File: src/rtl/core/drp_pkg.sv
`timescale 1ns / 1ps

package drp_pkg;

    localparam int DRP_MAX_OPTION_BYTES = 2048;

    localparam logic [7:0] OPT_PAD        = 8'h00;
    localparam logic [7:0] OPT_END        = 8'hff;
    localparam logic [7:0] OPT_RELAY      = 8'd82;
    localparam logic [7:0] SUB_CIRCUIT    = 8'd1;
    localparam logic [7:0] SUB_REMOTE     = 8'd2;
    localparam logic [7:0] CIRCUIT_LEN    = 8'd2;
    localparam logic [7:0] ADDR_LEN       = 8'd4;
    localparam logic [7:0] RELAY_BODY_LEN = 8'd10;
    localparam logic [3:0] RELAY_TOTAL    = 4'd12;
    localparam logic [3:0] APP_LAST       = 4'd12;
    localparam logic [3:0] APP_DONE       = 4'd13;
    localparam logic [3:0] BODY_ADDR_K    = 4'd6;

    localparam int CFG_IDX_W  = 2;
    localparam int CFG_DATA_W = 16;

    typedef enum logic [CFG_IDX_W-1:0] {
        CFG_ENABLE  = 2'd0,
        CFG_IFINDEX = 2'd1,
        CFG_LIMIT   = 2'd2
    } t_cfg_idx;

    typedef enum logic [2:0] {
        PH_COOKIE = 3'd0,
        PH_CODE   = 3'd1,
        PH_LEN    = 3'd2,
        PH_BODY   = 3'd3,
        PH_PASS   = 3'd4,
        PH_APPEND = 3'd5
    } t_phase;

    typedef enum logic [1:0] {
        MODE_PASS   = 2'd0,
        MODE_REQ    = 2'd1,
        MODE_REPLY  = 2'd2,
        MODE_REQ_GW = 2'd3
    } t_mode;

    typedef enum logic [1:0] {
        VERDICT_UNCHANGED = 2'd0,
        VERDICT_MODIFIED  = 2'd1,
        VERDICT_DROP      = 2'd2
    } t_verdict;

    typedef struct packed {
        logic        enable;
        logic [15:0] interface_index;
        logic [10:0] option_space_limit;
    } t_cfg;

    typedef struct packed {
        logic [7:0]  data_byte;
        logic        first_byte;
        logic        last_byte;
        logic        is_reply;
        logic [31:0] source_addr;
        logic        gateway_set;
    } t_item;

    // pre: one plain byte; app: appended bytes from app_k (to the end marker when burst)
    typedef struct packed {
        logic        pre_valid;
        logic [7:0]  pre_byte;
        logic        app_valid;
        logic [3:0]  app_k;
        logic        app_burst;
        logic        last;
        t_verdict    verdict;
        logic [31:0] addr;
        logic        found;
        logic [31:0] src;
    } t_job;

    function automatic logic [7:0] cookie_byte(input logic [1:0] i);
        logic [7:0] b;
        unique case (i)
            2'd0: b = 8'd99;
            2'd1: b = 8'd130;
            2'd2: b = 8'd83;
            default: b = 8'd99;
        endcase
        return b;
    endfunction

    function automatic logic [7:0] app_byte(input logic [3:0] k, input logic [15:0] ifidx,
                                            input logic [31:0] src);
        logic [7:0] b;
        unique case (k)
            4'd0:  b = OPT_RELAY;
            4'd1:  b = RELAY_BODY_LEN;
            4'd2:  b = SUB_CIRCUIT;
            4'd3:  b = CIRCUIT_LEN;
            4'd4:  b = ifidx[15:8];
            4'd5:  b = ifidx[7:0];
            4'd6:  b = SUB_REMOTE;
            4'd7:  b = ADDR_LEN;
            4'd8:  b = src[31:24];
            4'd9:  b = src[23:16];
            4'd10: b = src[15:8];
            4'd11: b = src[7:0];
            default: b = OPT_END;
        endcase
        return b;
    endfunction

    function automatic logic [7:0] expected_body(input logic [3:0] k, input logic [15:0] ifidx);
        logic [7:0] b;
        unique case (k)
            4'd0: b = SUB_CIRCUIT;
            4'd1: b = CIRCUIT_LEN;
            4'd2: b = ifidx[15:8];
            4'd3: b = ifidx[7:0];
            4'd4: b = SUB_REMOTE;
            default: b = ADDR_LEN;
        endcase
        return b;
    endfunction

endpackage

File: src/rtl/core/drp_if.sv
`timescale 1ns / 1ps

interface drp_in_if;
    logic        valid;
    logic        ready;
    logic [7:0]  data_byte;
    logic        first_byte;
    logic        last_byte;
    logic        is_reply;
    logic [31:0] source_addr;
    logic        gateway_set;

    modport source (
        output valid, data_byte, first_byte, last_byte, is_reply, source_addr, gateway_set,
        input  ready
    );
    modport sink (
        input  valid, data_byte, first_byte, last_byte, is_reply, source_addr, gateway_set,
        output ready
    );
endinterface

interface drp_out_if;
    logic        valid;
    logic        ready;
    logic [7:0]  out_byte;
    logic        out_last;
    logic [1:0]  verdict;
    logic [31:0] dest_addr;
    logic        dest_found;

    modport source (
        output valid, out_byte, out_last, verdict, dest_addr, dest_found,
        input  ready
    );
    modport sink (
        input  valid, out_byte, out_last, verdict, dest_addr, dest_found,
        output ready
    );
endinterface

File: src/rtl/core/drp_skid.sv
`timescale 1ns / 1ps

module drp_skid
    import drp_pkg::*;
(
    input  logic        i_clk,
    input  logic        i_rst_n,
    drp_in_if.sink      i_in,
    output t_item       o_item,
    output logic        o_valid,
    input  logic        i_pop
);

    logic  r_main_valid, n_main_valid;
    logic  r_spare_valid, n_spare_valid;
    t_item r_main, n_main;
    t_item r_spare, n_spare;
    t_item w_in_item;
    logic  w_accept;

    assign w_in_item = '{data_byte:   i_in.data_byte,
                         first_byte:  i_in.first_byte,
                         last_byte:   i_in.last_byte,
                         is_reply:    i_in.is_reply,
                         source_addr: i_in.source_addr,
                         gateway_set: i_in.gateway_set};

    assign i_in.ready = !r_spare_valid;
    assign w_accept   = i_in.valid && !r_spare_valid;
    assign o_item     = r_main;
    assign o_valid    = r_main_valid;

    always_comb begin
        n_main_valid  = r_main_valid;
        n_spare_valid = r_spare_valid;
        n_main        = r_main;
        n_spare       = r_spare;
        if (i_pop && r_spare_valid) begin
            n_main        = r_spare;
            n_main_valid  = 1'b1;
            n_spare_valid = 1'b0;
        end else if (i_pop || !r_main_valid) begin
            n_main       = w_in_item;
            n_main_valid = w_accept;
        end else if (w_accept) begin
            n_spare       = w_in_item;
            n_spare_valid = 1'b1;
        end
    end

    always_ff @(posedge i_clk) begin
        if (!i_rst_n) begin
            r_main_valid  <= 1'b0;
            r_spare_valid <= 1'b0;
        end else begin
            r_main_valid  <= n_main_valid;
            r_spare_valid <= n_spare_valid;
        end
        r_main  <= n_main;
        r_spare <= n_spare;
    end

endmodule

File: src/rtl/core/drp_parse.sv
`timescale 1ns / 1ps

module drp_parse
    import drp_pkg::*;
#(
    parameter int MAX_OPTION_BYTES = DRP_MAX_OPTION_BYTES
) (
    input  logic  i_clk,
    input  logic  i_rst_n,
    input  t_cfg  i_cfg,
    input  t_item i_item,
    input  logic  i_consume,
    output t_job  o_job
);

    localparam int POS_W = $clog2(MAX_OPTION_BYTES);
    localparam int FIT_W = ((POS_W > 11) ? POS_W : 11) + 1;
    localparam logic [POS_W-1:0] POS_MAX = POS_W'(MAX_OPTION_BYTES - 1);
    localparam logic [POS_W-1:0] COOKIE_LAST = POS_W'(3);

    logic [POS_W-1:0] r_pos, n_pos, e_pos, w_pos_adv;
    t_phase           r_phase, n_phase, e_phase;
    logic [7:0]       r_obl, n_obl, e_obl;
    logic [7:0]       r_held, n_held, e_held;
    logic [3:0]       r_step, n_step, e_step;
    logic [31:0]      r_found, n_found, e_found;
    logic             r_rmo, n_rmo, e_rmo;
    logic             r_done, n_done;
    t_mode            r_mode, n_mode, e_mode;
    logic [31:0]      r_src, n_src;
    logic             r_mod, n_mod, e_mod;

    logic       w_first, w_last, w_skip, w_req, w_rr;
    logic       w_cmp_plain, w_cmp_opt, w_drop;
    logic [7:0] w_b, w_ob;
    logic [3:0] w_k;
    t_job       w_job;

    function automatic logic fits(input logic [POS_W-1:0] p, input logic [10:0] lim);
        return (FIT_W'(p) + FIT_W'(RELAY_TOTAL)) <= FIT_W'(lim);
    endfunction

    assign w_b     = i_item.data_byte;
    assign w_first = i_item.first_byte;
    assign w_last  = i_item.last_byte;
    assign o_job   = w_job;

    always_comb begin
        e_pos   = w_first ? '0 : r_pos;
        e_phase = w_first ? PH_COOKIE : r_phase;
        e_obl   = w_first ? '0 : r_obl;
        e_held  = w_first ? '0 : r_held;
        e_step  = w_first ? '0 : r_step;
        e_found = w_first ? '0 : r_found;
        e_rmo   = w_first ? 1'b0 : r_rmo;
        e_mod   = w_first ? 1'b0 : r_mod;
        n_src   = w_first ? i_item.source_addr : r_src;
        n_done  = w_first ? 1'b0 : r_done;
        if (!w_first) begin
            e_mode = r_mode;
        end else if (!i_cfg.enable) begin
            e_mode = MODE_PASS;
        end else if (i_item.is_reply) begin
            e_mode = MODE_REPLY;
        end else begin
            e_mode = i_item.gateway_set ? MODE_REQ_GW : MODE_REQ;
        end

        w_skip    = !w_first && r_done;
        w_req     = (e_mode == MODE_REQ) || (e_mode == MODE_REQ_GW);
        w_rr      = (e_held == OPT_RELAY) && (e_mode == MODE_REPLY);
        w_pos_adv = (e_pos < POS_MAX) ? e_pos + 1'b1 : e_pos;
        w_k       = 4'(RELAY_BODY_LEN - e_obl);

        n_pos   = e_pos;
        n_phase = e_phase;
        n_obl   = e_obl;
        n_held  = e_held;
        n_step  = e_step;
        n_found = e_found;
        n_rmo   = e_rmo;
        n_mod   = e_mod;
        n_mode  = e_mode;

        w_cmp_plain = 1'b0;
        w_cmp_opt   = 1'b0;
        w_drop      = 1'b0;
        w_ob        = w_b;
        w_job       = '0;

        if (!w_skip) begin
            if (e_mode == MODE_PASS || e_phase == PH_PASS) begin
                w_job.pre_valid = 1'b1;
                w_job.pre_byte  = w_b;
            end else begin
                unique case (e_phase)
                    PH_COOKIE: begin
                        w_job.pre_valid = 1'b1;
                        w_job.pre_byte  = w_b;
                        if (w_b != cookie_byte(e_pos[1:0])) begin
                            n_phase = PH_PASS;
                        end else if (e_pos >= COOKIE_LAST) begin
                            n_phase = PH_CODE;
                            n_pos   = '0;
                        end else begin
                            n_pos = e_pos + 1'b1;
                        end
                    end
                    PH_APPEND: begin
                        w_job.app_valid = 1'b1;
                        w_job.app_k     = e_step;
                        w_job.app_burst = w_last;
                        if (w_last) begin
                            n_step  = APP_DONE;
                            n_phase = PH_PASS;
                        end else begin
                            n_step = e_step + 1'b1;
                            if (e_step >= APP_LAST) begin
                                n_phase = PH_PASS;
                            end
                        end
                    end
                    PH_CODE: begin
                        if (w_b == OPT_END) begin
                            if (w_req && e_pos != '0 && fits(e_pos, i_cfg.option_space_limit))
                            begin
                                n_mod           = 1'b1;
                                w_job.app_valid = 1'b1;
                                w_job.app_k     = '0;
                                w_job.app_burst = w_last;
                                n_step          = w_last ? APP_DONE : 4'd1;
                                n_phase         = w_last ? PH_PASS : PH_APPEND;
                            end else begin
                                n_phase         = PH_PASS;
                                w_job.pre_valid = 1'b1;
                                w_job.pre_byte  = w_b;
                            end
                        end else begin
                            n_pos = w_pos_adv;
                            if (w_b == OPT_PAD) begin
                                w_cmp_plain = 1'b1;
                            end else begin
                                n_held          = w_b;
                                w_job.pre_valid = 1'b1;
                                if (w_b == OPT_RELAY && e_mode == MODE_REPLY) begin
                                    n_mod          = 1'b1;
                                    w_job.pre_byte = OPT_END;
                                end else begin
                                    w_job.pre_byte = w_b;
                                end
                                n_phase = w_last ? PH_PASS : PH_LEN;
                            end
                        end
                    end
                    PH_LEN: begin
                        n_pos = w_pos_adv;
                        n_obl = w_b;
                        if (w_rr) begin
                            n_rmo = (w_b == RELAY_BODY_LEN);
                        end
                        w_ob = w_rr ? 8'h00 : w_b;
                        if (w_b == 8'h00) begin
                            w_cmp_opt = 1'b1;
                        end else begin
                            if (w_last) begin
                                n_rmo = 1'b0;
                            end
                            w_job.pre_valid = 1'b1;
                            w_job.pre_byte  = w_ob;
                            n_phase         = w_last ? PH_PASS : PH_BODY;
                        end
                    end
                    PH_BODY: begin
                        n_pos = w_pos_adv;
                        if (w_rr && e_rmo && e_obl != 8'h00 && e_obl <= RELAY_BODY_LEN) begin
                            if (w_k < BODY_ADDR_K) begin
                                if (w_b != expected_body(w_k, i_cfg.interface_index)) begin
                                    n_rmo = 1'b0;
                                end
                            end else begin
                                n_found = {e_found[23:0], w_b};
                            end
                        end
                        n_obl = e_obl - 1'b1;
                        w_ob  = w_rr ? 8'h00 : w_b;
                        if (n_obl == 8'h00) begin
                            w_cmp_opt = 1'b1;
                        end else begin
                            if (w_last) begin
                                n_rmo   = 1'b0;
                                n_phase = PH_PASS;
                            end
                            w_job.pre_valid = 1'b1;
                            w_job.pre_byte  = w_ob;
                        end
                    end
                    default: begin
                        w_job.pre_valid = 1'b1;
                        w_job.pre_byte  = w_b;
                    end
                endcase
            end

            if (w_cmp_opt && e_held == OPT_RELAY) begin
                if (e_mode == MODE_REQ) begin
                    w_drop          = 1'b1;
                    n_done          = 1'b1;
                    w_job.pre_valid = 1'b1;
                    w_job.pre_byte  = 8'h00;
                end else begin
                    w_job.pre_valid = 1'b1;
                    w_job.pre_byte  = w_ob;
                    n_phase         = PH_PASS;
                end
            end else if (w_cmp_opt || w_cmp_plain) begin
                n_phase         = PH_CODE;
                w_job.pre_valid = 1'b1;
                w_job.pre_byte  = w_ob;
                if (w_last && w_req && fits(n_pos, i_cfg.option_space_limit)) begin
                    n_mod           = 1'b1;
                    w_job.app_valid = 1'b1;
                    w_job.app_k     = '0;
                    w_job.app_burst = 1'b1;
                    n_step          = APP_DONE;
                    n_phase         = PH_PASS;
                end
            end

            if (w_last) begin
                n_done = 1'b1;
            end
        end

        w_job.last  = w_last || w_drop;
        w_job.src   = n_src;
        if (w_drop) begin
            w_job.verdict = VERDICT_DROP;
        end else begin
            w_job.verdict = n_mod ? VERDICT_MODIFIED : VERDICT_UNCHANGED;
        end
        w_job.found = !w_drop && n_rmo;
        w_job.addr  = w_job.found ? n_found : '0;
    end

    always_ff @(posedge i_clk) begin
        if (!i_rst_n) begin
            r_pos   <= '0;
            r_phase <= PH_COOKIE;
            r_obl   <= '0;
            r_held  <= '0;
            r_step  <= '0;
            r_found <= '0;
            r_rmo   <= 1'b0;
            r_done  <= 1'b0;
            r_mode  <= MODE_PASS;
            r_src   <= '0;
            r_mod   <= 1'b0;
        end else if (i_consume) begin
            r_pos   <= n_pos;
            r_phase <= n_phase;
            r_obl   <= n_obl;
            r_held  <= n_held;
            r_step  <= n_step;
            r_found <= n_found;
            r_rmo   <= n_rmo;
            r_done  <= n_done;
            r_mode  <= n_mode;
            r_src   <= n_src;
            r_mod   <= n_mod;
        end
    end

endmodule

File: src/rtl/core/drp_emit.sv
`timescale 1ns / 1ps

module drp_emit
    import drp_pkg::*;
(
    input  logic        i_clk,
    input  logic        i_rst_n,
    input  logic [15:0] i_interface_index,
    input  t_job        i_job,
    input  logic        i_load,
    output logic        o_can_take,
    drp_out_if.source   o_out
);

    logic       r_busy;
    t_job       r_job;
    logic       r_pre;
    logic [3:0] r_k;
    logic       w_final, w_fire, w_done, w_last;

    assign w_final = r_pre ? !r_job.app_valid : (!r_job.app_burst || r_k == APP_LAST);
    assign w_fire  = r_busy && o_out.ready;
    assign w_done  = w_fire && w_final;
    assign w_last  = w_final && r_job.last;

    assign o_can_take       = !r_busy || w_done;
    assign o_out.valid      = r_busy;
    assign o_out.out_byte   = r_pre ? r_job.pre_byte
                                    : app_byte(r_k, i_interface_index, r_job.src);
    assign o_out.out_last   = w_last;
    assign o_out.verdict    = w_last ? r_job.verdict : VERDICT_UNCHANGED;
    assign o_out.dest_addr  = w_last ? r_job.addr : '0;
    assign o_out.dest_found = w_last && r_job.found;

    always_ff @(posedge i_clk) begin
        if (!i_rst_n) begin
            r_busy <= 1'b0;
        end else if (i_load) begin
            r_busy <= 1'b1;
        end else if (w_done) begin
            r_busy <= 1'b0;
        end
        if (i_load) begin
            r_job <= i_job;
            r_pre <= i_job.pre_valid;
            r_k   <= i_job.app_k;
        end else if (w_fire) begin
            if (r_pre) begin
                r_pre <= 1'b0;
            end else begin
                r_k <= r_k + 1'b1;
            end
        end
    end

endmodule

File: src/rtl/core/dhcp_relay_option_rewriter.sv
`timescale 1ns / 1ps

// Relay agent information option rewriter for the DHCP option area.
// i_in carries the option area one byte per beat, magic cookie first; the
// per-packet fields (is_reply, source_addr, gateway_set) are sampled on the
// beat with first_byte set. o_out returns the rewritten area one byte per
// beat; out_last closes the packet (or carries the drop verdict) together
// with verdict, dest_addr and dest_found, which are zero on other beats.
// Configuration (enable, interface_index, option_space_limit) is written
// through i_cfg_we / i_cfg_idx / i_cfg_data; the user must do so only while
// the block is idle, which the block itself does not enforce. An accepted
// input beat passes the input skid register, then the result register.
// Throughput: one byte per cycle while o_out.ready is high; a closing byte
// that appends the relay option emits up to 14 bytes from the result
// register; two more input beats wait in the skid stage and i_in.ready drops.
// Reset (synchronous, active low) restores the register defaults, empties
// both stages and sets the parser to pass bytes unchanged until a first byte.
// When o_out.ready is low the current beat holds and input is taken until
// the skid stage fills.

module dhcp_relay_option_rewriter
    import drp_pkg::*;
#(
    parameter int MAX_OPTION_BYTES = DRP_MAX_OPTION_BYTES
) (
    input  logic                  i_clk,
    input  logic                  i_rst_n,
    input  logic                  i_cfg_we,
    input  logic [CFG_IDX_W-1:0]  i_cfg_idx,
    input  logic [CFG_DATA_W-1:0] i_cfg_data,
    drp_in_if.sink                i_in,
    drp_out_if.source             o_out
);

    t_cfg  r_cfg;
    t_item w_item;
    logic  w_item_valid, w_can_take, w_consume, w_load;
    t_job  w_job;

    always_ff @(posedge i_clk) begin
        if (!i_rst_n) begin
            r_cfg.enable             <= 1'b0;
            r_cfg.interface_index    <= '0;
            r_cfg.option_space_limit <= 11'd1231;
        end else if (i_cfg_we) begin
            unique case (t_cfg_idx'(i_cfg_idx))
                CFG_ENABLE:  r_cfg.enable             <= i_cfg_data[0];
                CFG_IFINDEX: r_cfg.interface_index    <= i_cfg_data[15:0];
                CFG_LIMIT:   r_cfg.option_space_limit <= i_cfg_data[10:0];
                default: ;
            endcase
        end
    end

    assign w_consume = w_item_valid && w_can_take;
    assign w_load    = w_consume && (w_job.pre_valid || w_job.app_valid);

    drp_skid u_skid (
        .i_clk   (i_clk),
        .i_rst_n (i_rst_n),
        .i_in    (i_in),
        .o_item  (w_item),
        .o_valid (w_item_valid),
        .i_pop   (w_consume)
    );

    drp_parse #(
        .MAX_OPTION_BYTES (MAX_OPTION_BYTES)
    ) u_parse (
        .i_clk     (i_clk),
        .i_rst_n   (i_rst_n),
        .i_cfg     (r_cfg),
        .i_item    (w_item),
        .i_consume (w_consume),
        .o_job     (w_job)
    );

    drp_emit u_emit (
        .i_clk             (i_clk),
        .i_rst_n           (i_rst_n),
        .i_interface_index (r_cfg.interface_index),
        .i_job             (w_job),
        .i_load            (w_load),
        .o_can_take        (w_can_take),
        .o_out             (o_out)
    );

`ifndef SYNTHESIS
    a_side_fields_zero: assert property (@(posedge i_clk) disable iff (!i_rst_n)
        (o_out.valid && !o_out.out_last) |->
            (o_out.verdict == VERDICT_UNCHANGED && !o_out.dest_found && o_out.dest_addr == '0))
        else $error("side fields set on a non-final beat");

    a_addr_needs_found: assert property (@(posedge i_clk) disable iff (!i_rst_n)
        (o_out.valid && !o_out.dest_found) |-> (o_out.dest_addr == '0))
        else $error("dest_addr set without dest_found");

    a_drop_is_last: assert property (@(posedge i_clk) disable iff (!i_rst_n)
        (o_out.valid && o_out.verdict == VERDICT_DROP) |->
            (o_out.out_last && o_out.out_byte == 8'h00))
        else $error("drop verdict on a non-final beat");

    a_stall_means_held: assert property (@(posedge i_clk) disable iff (!i_rst_n)
        !i_in.ready |-> (w_item_valid && !w_can_take) || $past(w_item_valid && !w_can_take))
        else $error("input stalled while the parser was free");
`endif

endmodule

File: src/flat_wrapper.sv
// flat-port wrapper written by rule: the top's interface ports become plain ports
module dhcp_relay_option_rewriter_flat import drp_pkg::*;
#(
    parameter int MAX_OPTION_BYTES = DRP_MAX_OPTION_BYTES
)
  (i_clk, i_rst_n, i_cfg_we, i_cfg_idx, i_cfg_data, i_in_valid, i_in_data_byte, i_in_first_byte, i_in_last_byte, i_in_is_reply, i_in_source_addr, i_in_gateway_set, i_in_ready, o_out_valid, o_out_out_byte, o_out_out_last, o_out_verdict, o_out_dest_addr, o_out_dest_found, o_out_ready);
  drp_in_if i_in_i ();
  drp_out_if o_out_i ();
  input  logic i_clk;
  input  logic i_rst_n;
  input  logic i_cfg_we;
  input  logic [CFG_IDX_W-1:0] i_cfg_idx;
  input  logic [CFG_DATA_W-1:0] i_cfg_data;
  input wire logic [$bits(i_in_i.valid)-1:0] i_in_valid;
  input wire logic [$bits(i_in_i.data_byte)-1:0] i_in_data_byte;
  input wire logic [$bits(i_in_i.first_byte)-1:0] i_in_first_byte;
  input wire logic [$bits(i_in_i.last_byte)-1:0] i_in_last_byte;
  input wire logic [$bits(i_in_i.is_reply)-1:0] i_in_is_reply;
  input wire logic [$bits(i_in_i.source_addr)-1:0] i_in_source_addr;
  input wire logic [$bits(i_in_i.gateway_set)-1:0] i_in_gateway_set;
  output wire logic [$bits(i_in_i.ready)-1:0] i_in_ready;
  output wire logic [$bits(o_out_i.valid)-1:0] o_out_valid;
  output wire logic [$bits(o_out_i.out_byte)-1:0] o_out_out_byte;
  output wire logic [$bits(o_out_i.out_last)-1:0] o_out_out_last;
  output wire logic [$bits(o_out_i.verdict)-1:0] o_out_verdict;
  output wire logic [$bits(o_out_i.dest_addr)-1:0] o_out_dest_addr;
  output wire logic [$bits(o_out_i.dest_found)-1:0] o_out_dest_found;
  input wire logic [$bits(o_out_i.ready)-1:0] o_out_ready;
  assign i_in_i.valid = i_in_valid;
  assign i_in_i.data_byte = i_in_data_byte;
  assign i_in_i.first_byte = i_in_first_byte;
  assign i_in_i.last_byte = i_in_last_byte;
  assign i_in_i.is_reply = i_in_is_reply;
  assign i_in_i.source_addr = i_in_source_addr;
  assign i_in_i.gateway_set = i_in_gateway_set;
  assign i_in_ready = i_in_i.ready;
  assign o_out_valid = o_out_i.valid;
  assign o_out_out_byte = o_out_i.out_byte;
  assign o_out_out_last = o_out_i.out_last;
  assign o_out_verdict = o_out_i.verdict;
  assign o_out_dest_addr = o_out_i.dest_addr;
  assign o_out_dest_found = o_out_i.dest_found;
  assign o_out_i.ready = o_out_ready;
  dhcp_relay_option_rewriter #(.MAX_OPTION_BYTES(MAX_OPTION_BYTES)) u_core (.i_clk(i_clk), .i_rst_n(i_rst_n), .i_cfg_we(i_cfg_we), .i_cfg_idx(i_cfg_idx), .i_cfg_data(i_cfg_data), .i_in(i_in_i), .o_out(o_out_i));
endmodule
File: config.mk
export PLATFORM = sky130hd
export DESIGN_NAME = dhcp_relay_option_rewriter_flat
export DESIGN_NICKNAME = d
export VERILOG_FILES = /design/src/rtl/core/drp_pkg.sv /design/src/rtl/core/drp_if.sv /design/src/rtl/core/drp_skid.sv /design/src/rtl/core/drp_parse.sv /design/src/rtl/core/drp_emit.sv /design/src/rtl/core/dhcp_relay_option_rewriter.sv /design/src/flat_wrapper.sv
export SDC_FILE = /design/constraint.sdc
export NUM_CORES = 1
export LEC_CHECK = 0
export BUFFER_PORTS_ARGS = -buffer_cell sky130_fd_sc_hd__buf_2
export CAP_MARGIN = 10
export CORE_AREA = 2 2 170 172
export CTS_CLUSTER_DIAMETER = 50
export CTS_CLUSTER_SIZE = 40
export DETAILED_ROUTE_END_ITERATION = 6
export DIE_AREA = 0 0 172 174
export PLACE_DENSITY = 0.9
export SLEW_MARGIN = 20
export SYNTH_ARGS = -nofsm -noshare
export SYNTH_HDL_FRONTEND = slang
export SYNTH_HIERARCHICAL = 1
export SYNTH_SLANG_ARGS = --single-unit
File: constraint.sdc
create_clock -name i_clk -period 14.5 [get_ports i_clk]
set_input_delay 1.45 -clock i_clk [delete_from_list [all_inputs] [get_ports i_clk]]
set_output_delay 1.45 -clock i_clk [all_outputs]
set_load 0.05 [all_outputs]
==> results_dict.tcl <==
set metrics [dict create \
    initial_core_util 0.587 \
    io_pins 113 \
    synth_most_common_cell "edfxtp_1" \
    fmax_mhz 127 \
    clk_pin_slew_worst_paths_ns 0.07 \
    drv_slew 0 \
    finalPower_w 0.00221 \
    num_vias 13100 \
    maxCapViolCount 0 \
    diodes 0 \
    placed_area_mm2 0.0172 \
    end_kind "flop" \
    post_cts_buffers 0 \
    tightestPinTransition_ns 1.10 \
    peakVddDrop_v 0.000112 \
    met3_usage 0.0453 \
    use_met2 0.530 \
    layout.nets 1728 \
    p_seq_frac 0.466 \
    top_usage_layer "met2" \
    outcome "completed" \
    std_cell_rows 62 \
    syn_nets 1680 \
    synthTopCellsByArea "edfxtp_1 (31%), dfxtp_1 (16%), nor2b_1 (3.9%)" \
    synth-async-reset-ratio 0 \
    die_x_um 172 \
    hold-worst-slack_ns 0.461 \
    final_core_util 0.647 \
    crit_type "flop to flop" \
    detail-route-antenna-nets 0 \
    setup_tns_ns 0 \
    h-tree-depth 1 \
    first_pass_iters 6 \
    cp-start-kind "flop" \
    worstPathMaxFanout 50 \
    regArea_mm2 0.00782 \
    min_period_ns 7.90 \
    synth_edf_count 171 \
    clkPwrFrac 0.371 \
    hp-class "flop to flop" \
    synth_area_mm2 0.0166 \
    combPwrFrac 0.163 \
    cts.sinks 305 \
    io_buffers 112 \
    die_h_um 174 \
    seq_area_frac_synth 0.471 \
    leakage_nw 6.76 \
    place_hpwl_mm 31.0 \
    core_area_mm2 0.0282 \
    p_sw_frac 0.296 \
    grt_util_all_layers 0.312 \
    clock_path_buffers 3 \
    grt_max_degree 89 \
    numCtsBuffers 30 \
    cts_tree "done" \
    grt.overflow.total 0 \
    hold_violations 0 \
    multiInputGateArea_mm2 0.00806 \
    cts_hold_buf 0 \
    power_switching_w 0.000654 \
    synth_common_cells "edfxtp_1 (171), nand2_1 (166), dfxtp_1 (134)" \
    routed_wl_mm 47.4 \
    nFillCells 2114 \
    viasPerCell 6.45 \
    synth_top_cell_by_area "edfxtp_1" \
    relSlewSlack 0.270 \
    synth.distinct_cells 103 \
    grt_setup_unrepaired "no" \
    drc 0 \
    grt_pass1_wl_mm 72.6 \
    syn_avg_cell_area_um2 10.5 \
    ys_seq_elements 305 \
    fin_area_mm2 0.0183 \
    fin_crit_sh 0.545 \
    finClkSkew_ns 0.0414 \
    synth_top_area_share 0.310 \
    setup_viol 0 \
    gr-usage-met1 0.402 \
    ys_warn_count 6 \
    synthCells 1573 \
    antenna_found_initial 0 \
    crit_arrival_ns 8.11 \
    detail_route.wl_per_cell_um 23.4 \
    cp.required_ns 14.71 \
    drt_iter0_drc 1487 \
    clockRootBuffer "clkbuf_16" \
    worstSkewPairLatency_ns 0.60 \
    area.growth.synth_to_final_pct 10.2 \
    p_int_w 0.00155 \
    drive_gt1_frac 0.195 \
    place.gp.congestion 0.995 \
    p_per_area_mw_per_mm2 121 \
    synth_ff_type "edfxtp_1" \
    grt_pass1_vias 12700 \
    die-area_mm2 0.0299 \
    post_cts_resized 0 \
]
==> per-stage QoR <==
step / setup slack, ns / std cells
3_3_place_gp: 6.86 / 1972
2_1_floorplan: 6.33 / 1573
6_report: 6.60 / 2029
3_5_place_dp: 6.53 / 1972
5_1_grt: 6.17 / 2029
4_1_cts: 6.41 / 2028
==> cell type report <==
cell class	instances	area share
multi-input cells	1108	0.441
flip-flops and latches	305	0.428
clock buffers	37	0.0453
repair buffers	129	0.0385
well taps	384	0.0263
clock inverters	19	0.0120
inverters	47	0.00965
==> power by group through the flow <==
stage | logic [W] | clock network (W) | registers, W
finish | 0.000359 | 0.000818 | 0.00103
global route | 0.000379 | 0.000856 | 0.00103
floorplan | 0.000271 | 0 | 0.00101
detailed placement | 0.000347 | 0 | 0.00104
global placement | 0.000337 | 0 | 0.00104
CTS | 0.000353 | 0.000826 | 0.00103
==> sequential cells by signal, summed over array words and instances (netlist names), 2 cells and up <==
| name | cells |
|---|---|
| u_core/r_cfg | 28 |
| u_core/u_parse/r_pos | 11 |
| u_core/u_skid/o_item | 44 |
| u_core/u_parse/r_held | 8 |
| u_core/u_parse/r_src | 32 |
| u_core/u_emit/r_job | 78 |
| u_core/u_skid/r_spare | 44 |
| u_core/u_parse/r_step | 4 |
| u_core/u_parse/r_phase | 3 |
| u_core/u_parse/r_mode | 2 |
| u_core/u_emit/r_k | 4 |
| u_core/u_parse/r_obl | 8 |
| u_core/u_parse/r_found | 32 |
==> critical path, cell delays in order (launching register included) <==
cell       delay (ns)
edfxtp_1         0.86
inv_2            0.38
nand2_1          0.26
inv_1            0.11
ha_1             0.21
nor4bb_1         0.36
o211ai_1         0.22
a2111oi_4        0.58
a21oi_1          0.18
a21oi_1          0.14
o22ai_1          0.13
ha_1             0.28
nor3_2           0.23
nand2_1          0.11
or3_1            0.37
xnor2_1          0.14
ha_1             0.21
nor3_1           0.20
o311a_1          0.19
o221ai_1         0.17
a31oi_4          0.36
nand2_1          0.19
a21oi_1          0.29
o21a_4           0.54
buf_12           0.34
inv_1            0.18
o21ai_0          0.28
==> kinds of logic (layout without fill, tap and decap cells) <==
| group | Yosys count | in the layout | synth area share |
|---|---|---|---|
| mux | 135 | 135 | 0.0963 |
| simple gates | 545 | 545 | 0.177 |
| flops | 305 | 305 | 0.471 |
| compound gates | 356 | 356 | 0.163 |
| xor+xnor | 32 | 32 | 0.0169 |
| buf+inv | 160 | 232 | 0.0455 |
| fa+ha+maj | 40 | 40 | 0.0302 |
==> final timing paths <==
check	from	depth (start not counted)	end	slack, ns
hold reg to reg	u_core/r_cfg[4]$_SDFFE_PN0P_	2	u_core/r_cfg[4]$_SDFFE_PN0P_	0.46
setup reg to reg	u_core/u_skid/o_item[35]$_DFFE_PP_	26	u_core/u_emit/r_k[1]$_DFFE_PP_	6.60
setup / recovery	u_core/u_skid/o_item[35]$_DFFE_PP_	26	u_core/u_emit/r_k[1]$_DFFE_PP_	6.60
hold / removal	u_core/r_cfg[4]$_SDFFE_PN0P_	2	u_core/r_cfg[4]$_SDFFE_PN0P_	0.46
==> layer usage <==
layer | share of wire | up-vias
met3 | 0.074 | 145
met1 | 0.39 | 6379
met2 | 0.49 | 682
met5 | 0 | -
met4 | 0.041 | 0
li1 | - | 5888
==> layout by cell type (no fill, tap or decap), types with 40 or more instances in the layout <==
cell type	instances
nand2_1	166
and3_1	42
o21ai_0	47
mux2i_1	55
edfxtp_1	171
buf_2	111
a22oi_1	76
nor2b_1	104
a21oi_1	46
nor2_1	76
inv_1	41
dfxtp_1	134
ha_1	40
(Power assumes the default switching activity.)
